<file path="src/hdl/kse_pkg.sv">
// Shared types and constants of the kinematic state estimator.
`default_nettype none
package kse_pkg;

  localparam logic [1:0] KIND_UPDATE = 2'd0;
  localparam logic [1:0] KIND_QUERY  = 2'd1;
  localparam logic [1:0] KIND_CLEAR  = 2'd2;

  localparam logic [2:0] REG_START_POS   = 3'd0;
  localparam logic [2:0] REG_START_VEL   = 3'd1;
  localparam logic [2:0] REG_START_ACC   = 3'd2;
  localparam logic [2:0] REG_VEL_SMOOTH  = 3'd3;
  localparam logic [2:0] REG_ACC_SMOOTH  = 3'd4;

  localparam logic [15:0] ACC_SMOOTH_RESET = 16'd512;

  typedef enum logic [3:0] {
    ST_IDLE,
    ST_DECODE,
    ST_VDIV,
    ST_ADIV,
    ST_VSM,
    ST_ASM,
    ST_QMUL,
    ST_QACC,
    ST_QSUM,
    ST_OUT
  } kse_state_t;

  // Commands from controller to datapath.
  typedef struct packed {
    logic load_item;     // capture input item
    logic decode;        // handle first-update, clear, query-before-sample
    logic div_start;     // start divider with operands for current state
    logic vdiv_done;     // latch raw velocity
    logic adiv_done;     // latch raw acceleration
    logic vsm_done;      // latch smoothed velocity
    logic asm_done;      // commit update
    logic qmul;          // prediction: compute products
    logic qacc;          // prediction: scale dt squared by acceleration
    logic qsum;          // prediction: sum and saturate
    logic publish;       // load output register
  } kse_cmd_t;

  typedef struct packed {
    logic div_busy;
    logic simple;        // item needs no arithmetic
    logic is_query;
  } kse_sts_t;

  function automatic logic signed [31:0] sat32(input logic signed [95:0] v);
    if (v > 96'sd2147483647) return 32'sh7FFFFFFF;
    else if (v < -96'sd2147483648) return 32'sh80000000;
    else return v[31:0];
  endfunction

endpackage
`default_nettype wire

</file>
<file path="src/hdl/kse_ctrl.sv">
// Sequencing state machine of the estimator.
`default_nettype none
module kse_ctrl
  import kse_pkg::*;
(
  input  wire logic     clk,
  input  wire logic     rst,
  input  wire logic     in_valid,
  output logic          in_stall,
  output logic          out_valid,
  input  wire logic     out_stall,
  input  wire kse_sts_t sts,
  output kse_cmd_t      cmd
);
  kse_state_t state, state_next;
  logic started;

  always_ff @(posedge clk) begin
    if (rst) begin
      state     <= ST_IDLE;
      out_valid <= 1'b0;
      started   <= 1'b0;
    end else begin
      state <= state_next;
      started <= (state_next != state) ? 1'b0 : 1'b1;
      if (cmd.publish) out_valid <= 1'b1;
      else if (!out_stall) out_valid <= 1'b0;
    end
  end

  always_comb begin
    state_next = state;
    case (state)
      ST_IDLE:   if (in_valid) state_next = ST_DECODE;
      ST_DECODE: begin
        if (sts.simple) state_next = ST_OUT;
        else if (sts.is_query) state_next = ST_QMUL;
        else state_next = ST_VDIV;
      end
      ST_VDIV:   if (started && !sts.div_busy) state_next = ST_ADIV;
      ST_ADIV:   if (started && !sts.div_busy) state_next = ST_VSM;
      ST_VSM:    if (started && !sts.div_busy) state_next = ST_ASM;
      ST_ASM:    if (started && !sts.div_busy) state_next = ST_OUT;
      ST_QMUL:   state_next = ST_QACC;
      ST_QACC:   state_next = ST_QSUM;
      ST_QSUM:   state_next = ST_OUT;
      ST_OUT:    if (!out_valid || !out_stall) state_next = ST_IDLE;
      default:   state_next = ST_IDLE;
    endcase
  end

  always_comb begin
    cmd = '0;
    in_stall = rst || (state != ST_IDLE);
    case (state)
      ST_IDLE:   cmd.load_item = in_valid;
      ST_DECODE: cmd.decode = 1'b1;
      ST_VDIV: begin
        cmd.div_start = !started;
        cmd.vdiv_done = started && !sts.div_busy;
      end
      ST_ADIV: begin
        cmd.div_start = !started;
        cmd.adiv_done = started && !sts.div_busy;
      end
      ST_VSM: begin
        cmd.div_start = !started;
        cmd.vsm_done = started && !sts.div_busy;
      end
      ST_ASM: begin
        cmd.div_start = !started;
        cmd.asm_done = started && !sts.div_busy;
      end
      ST_QMUL:   cmd.qmul = 1'b1;
      ST_QACC:   cmd.qacc = 1'b1;
      ST_QSUM:   cmd.qsum = 1'b1;
      ST_OUT:    cmd.publish = !out_valid || !out_stall;
      default:   cmd = '0;
    endcase
  end
endmodule
`default_nettype wire

</file>
<file path="config.mk">
export PLATFORM = sky130hd
export DESIGN_NAME = kse_ctrl
export DESIGN_NICKNAME = d
export VERILOG_FILES = /design/src/hdl/kse_pkg.sv /design/src/hdl/kse_ctrl.sv
export SDC_FILE = /design/constraint.sdc
export NUM_CORES = 1
export LEC_CHECK = 0
export CAP_MARGIN = 10
export CELL_PAD_IN_SITES_DETAIL_PLACEMENT = 1
export CELL_PAD_IN_SITES_GLOBAL_PLACEMENT = 1
export CORE_MARGIN = 3
export CORE_UTILIZATION = 32
export CTS_CLUSTER_SIZE = 14
export DETAILED_ROUTE_END_ITERATION = 6
export DONT_BUFFER_PORTS = 1
export GPL_ROUTABILITY_DRIVEN = 0
export GPL_TIMING_DRIVEN = 0
export HOLD_SLACK_MARGIN = 0.03
export PLACE_DENSITY_LB_ADDON = 0.1
export SETUP_SLACK_MARGIN = 0.15
export SYNTH_ARGS = -nofsm -noshare
export SYNTH_HDL_FRONTEND = slang
export SYNTH_SLANG_ARGS = --single-unit
</file>
<file path="constraint.sdc">
create_clock -name clk -period 1.3 [get_ports clk]
set_clock_uncertainty 0.05 [all_clocks]
set_input_delay 0.26 -clock clk [delete_from_list [all_inputs] [get_ports clk]]
set_output_delay 0.26 -clock clk [all_outputs]
set_load 0.02 [all_outputs]
</file>
==> results_dict.tcl, run 1 <==
set metrics [dict create \
    stop_error "[ERROR DPL-0033] detailed placement checks failed during check placement." \
    grt_max_degree 11 \
    haltStage "global routing" \
    antenna_found_initial 0 \
    cts-buffers-inserted 3 \
    synth_top_area_share_pct 23.1 \
    synthCells 78 \
    synthDistinctLibCells 28 \
    ys_seq_area_share_pct 23.1 \
    cts_sinks 6 \
    worst_endpoint "cmd[6]" \
    synth_fp_nets 85 \
    dpl_cell_area_um2 731 \
    h-tree-depth 1 \
    dp_hpwl_um 1360 \
    die_x_um 46.3 \
    die_height_um 46.3 \
    io_buffers 0 \
    synth_seq_cells 6 \
    syn_avg_cell_area_um2 6.67 \
    clockRootBuffer "clkbuf_4" \
    ios 20 \
    netlist_area_um2 520 \
    ys_warn_count 0 \
    clockBufferDepth 2 \
    synthTopCellsByArea "dfxtp_1 (23%), nor2_1 (7.2%), nand2b_1 (6.0%), nor3_1 (5.8%), nand2_1 (5.8%)" \
    row_count 13 \
    start_util_pct 36.8 \
    status "did not finish" \
    endpoint_type "primary output" \
    yosys.area.top_type "dfxtp_1" \
]
-- cell usage after synthesis --
master and instances:
nand2b_1 5, a21oi_1 5, and3_1 1, o2111ai_1 1, o211ai_1 1, a2111oi_1 1, nor4_1 3, and4_1 1
a31oi_1 2, nor3_1 6, inv_2 1, a22oi_1 1, a2111oi_2 1, o21ai_0 4, nand3b_1 1, buf_2 4
buf_6 1, a211oi_1 2, inv_1 3, a31o_1 1, o21ai_1 2, a21o_1 1, dfxtp_1 6, nand2_1 8
nor2b_1 2, nor2_1 10, nand3_1 3, a21oi_2 1
-- per-stage QoR --
stage,setup slack [ps],instances
after floorplan,5.25,78
after global placement,-151,93
after detailed placement,-151,93
after CTS,-271,111
-- cell families after synthesis --
logic type | share of synthesized area (%)
buf+inv | 8.89
flops | 23.1
compound gates | 30.0
simple gates | 38.0
-- repair_timing --
action,CTS
setup endpoints to repair,17
gates resized for setup,17
hold buffers,1
pin swaps,10
endpoints found under the hold margin,5
setup buffers,13
==> run 2, diff against run 1 <==
CELL_PAD_IN_SITES_DETAIL_PLACEMENT = unset   (was 1)
CELL_PAD_IN_SITES_GLOBAL_PLACEMENT = unset   (was 1)
CORE_AREA = 3 3 64 66   (was unset)
CORE_MARGIN = unset   (was 3)
CORE_UTILIZATION = unset   (was 32)
CTS_CLUSTER_SIZE = unset   (was 14)
DIE_AREA = 0 0 67 69   (was unset)
HOLD_SLACK_MARGIN = unset   (was 0.03)
PLACE_DENSITY_LB_ADDON = 0.15   (was 0.1)
SETUP_SLACK_MARGIN = unset   (was 0.15)
clock period = 1.7 ns   (was 1.3 ns; I/O delays follow)
==> run 2 against run 1 <==
  * The run now ends clean
  * Synthesized cell count stayed put
  * Area after synthesis stayed put
==> results_dict.tcl, run 2 <==
set metrics [dict create \
    synth_seq_cells 6 \
    dp_hpwl_um 1320 \
    rsz0062_at_grt "yes" \
    grt_use_met3_pct 1.79 \
    antenna_found_initial 0 \
    overflow 0 \
    core_area_um2 3630 \
    path_buf_inv 1 \
    r2r_slack_ps 200 \
    worstPathCellList "buf_8, nand2_4, nor4_4" \
    h-tree-depth 1 \
    hold_viol 0 \
    drv_slew 0 \
    syn_avg_cell_area_um2 6.67 \
    drt-initial-drc-count 17 \
    synthCells 78 \
    layout-drive-gt1-share_pct 34.1 \
    cpMaxStageDelayCell "nor4_4" \
    final_cells 130 \
    cp_data_required_time_ps 1310 \
    fin_crit_sh_pct 96.3 \
    synth_common_cells "nor2_1 (10), nand2_1 (8), dfxtp_1 (6), nor3_1 (6)" \
    layout_commonest_cell "nor2_1" \
    cts_sinks 6 \
    path_class "reg2out" \
    reg.largest.list "state x4, out_valid x1, started x1" \
    grt_pass1_wl_um 2800 \
    die_height_um 69 \
    grtUsageTotal_pct 7.97 \
    fmax_mhz 611 \
    avgRoutedWirePerCell_um 13.8 \
    worst_hold_path_type "in2reg" \
    yosys.area.top_type "dfxtp_1" \
    placed_cells 126 \
    dieArea_um2 4620 \
    rr_startpoint "out_valid" \
    io_buffers 0 \
    ys_warn_count 0 \
    use_met1_pct 8.73 \
    async_flop_share_pct 0 \
    maxCapViolCount 0 \
    worst_slack_ps 62.7 \
    met2_usage_pct 13.2 \
    hp-start "rst" \
    hold_depth 1 \
    finalSetupViolCount 0 \
    status "complete, no violations" \
    final_antenna_net_count 0 \
    top_register "state" \
    critical_path.top_delay_family "simple AND/OR/NAND/NOR gates" \
    cp-start-kind "flop" \
    place_ws_ps -48.4 \
    areaGrowthSynthToFinish_pct 48.3 \
    ys_seq_area_share_pct 23.1 \
    drc_errors 0 \
    maxSlewHeadroom_pct 74.3 \
    synth_edf_count 0 \
    r2r-end "started" \
    tightest_slew_ps 383 \
    clockRootBuffer "clkbuf_8" \
    leakagePower_nw 0.227 \
    layout_min_cycle_time_ps 1640 \
    grt_max_degree 11 \
    cp_slowest_stage_delay_ps 420 \
    vdd_ir_drop_max_mv 0.150 \
    worst-path-max-fanout 10 \
    synth_top_area_share_pct 23.1 \
    drt-pass1-iter-count 4 \
    vias_per_cell 4.57 \
    diodes 0 \
    synthDistinctLibCells 28 \
    clk-insertion-delay-late_ps 220 \
    min_to "state[1]" \
    worst_ep_arrival_time_ps 1250 \
    largest_register_ff_count 4 \
    busiest_layer "met2" \
    pwr_density_cell_nw_per_um2 1070 \
    nNetsFinal 91 \
    critical_path.endpoint_type "primary output" \
    cts-buffers-inserted 3 \
    tns_ps 0 \
    start_util_pct 14.3 \
    wl_um 1790 \
    vias 594 \
    cts_tree "built" \
    synth_fp_nets 85 \
    clockBufferDepth 2 \
    ff2ff_path_depth 5 \
    die_x_um 67 \
    netlist_area_um2 520 \
    synth-main-ff-cell "dfxtp_1" \
    yosysMostFrequentCell "nor2_1" \
    grt_pass1_vias 610 \
    path_clk_slew_ps 30 \
    row_count 22 \
    final_cell_mix "nor2_1 (9), nand2_1 (7)" \
    ios 20 \
    synthTopCellsByArea "dfxtp_1 (23%), nor2_1 (7.2%), nand2b_1 (6.0%), nor3_1 (5.8%), nand2_1 (5.8%)" \
]
==> run 2: worst max-delay path by stage <==
| stage | start | to | slack (ps) | cells past startpoint |
|---|---|---|---|---|
| global route | state[3] | cmd[5] | -7 | 3 |
| CTS | state[1] | cmd[8] | 5 | 3 |
| finish | state[2] | cmd[5] | 60 | 3 |
| detailed placement | state[1] | cmd[6] | -50 | 3 |
| global placement | sts[2] | cmd[7] | -50 | 2 |
| floorplan | state[0] | cmd[7] | 50 | 3 |
==> run 2: area by class of cell <==
class | count | area [um^2]
Clock buffer | 3 | 41.3
Multi-Input combinational cell | 63 | 453
Tap cell | 48 | 60.1
Inverter | 4 | 15.0
Timing Repair Buffer | 1 | 7.51
Buffer | 5 | 67.6
Fill cell | 422 | 2860
Sequential cell | 6 | 128
==> run 2: what timing repair did <==
action / CTS / global route
gates resized for setup: 21 / 12
hold endpoints to repair: 0 / 0
endpoints found under the setup margin: 10 / 7
hold buffers: 0 / 0
setup buffers: 1 / 0
pin swaps: 2 / 2
==> run 2: where the power goes <==
group	internal [mW]	switching, mW	total [mW]
Combinational	0.159	0.262	0.421
Clock	0.152	0.0552	0.207
Sequential	0.169	0.0324	0.202
==> run 2: logic make-up (layout without fill, tap and decap cells) <==
| logic type | after synthesis | after routing | synth area share (%) |
|---|---|---|---|
| flops | 6 | 6 | 23.1 |
| buf+inv | 9 | 13 | 8.89 |
| simple gates | 40 | 40 | 38.0 |
| compound gates | 23 | 23 | 30.0 |
==> run 2: through the flow <==
step	hold WS (ps)	instance area [um^2]	power [mW]	util, %
floorplan	359	533	0.461	-
global placement	365	593	0.529	16.3
detailed placement	366	593	0.527	16.3
CTS	129	732	0.818	20.1
global route	129	772	0.891	21.2
finish	136	772	0.829	21.2
==> run 2: metal layers <==
layer / vias up / share of wire [%]
met5: - / 0
met3: 2 / 6.7
met2: 21 / 50
met1: 277 / 42
li1: 294 / -
met4: 0 / 1.7
No activity file was read; power rests on OpenSTA's default activity.
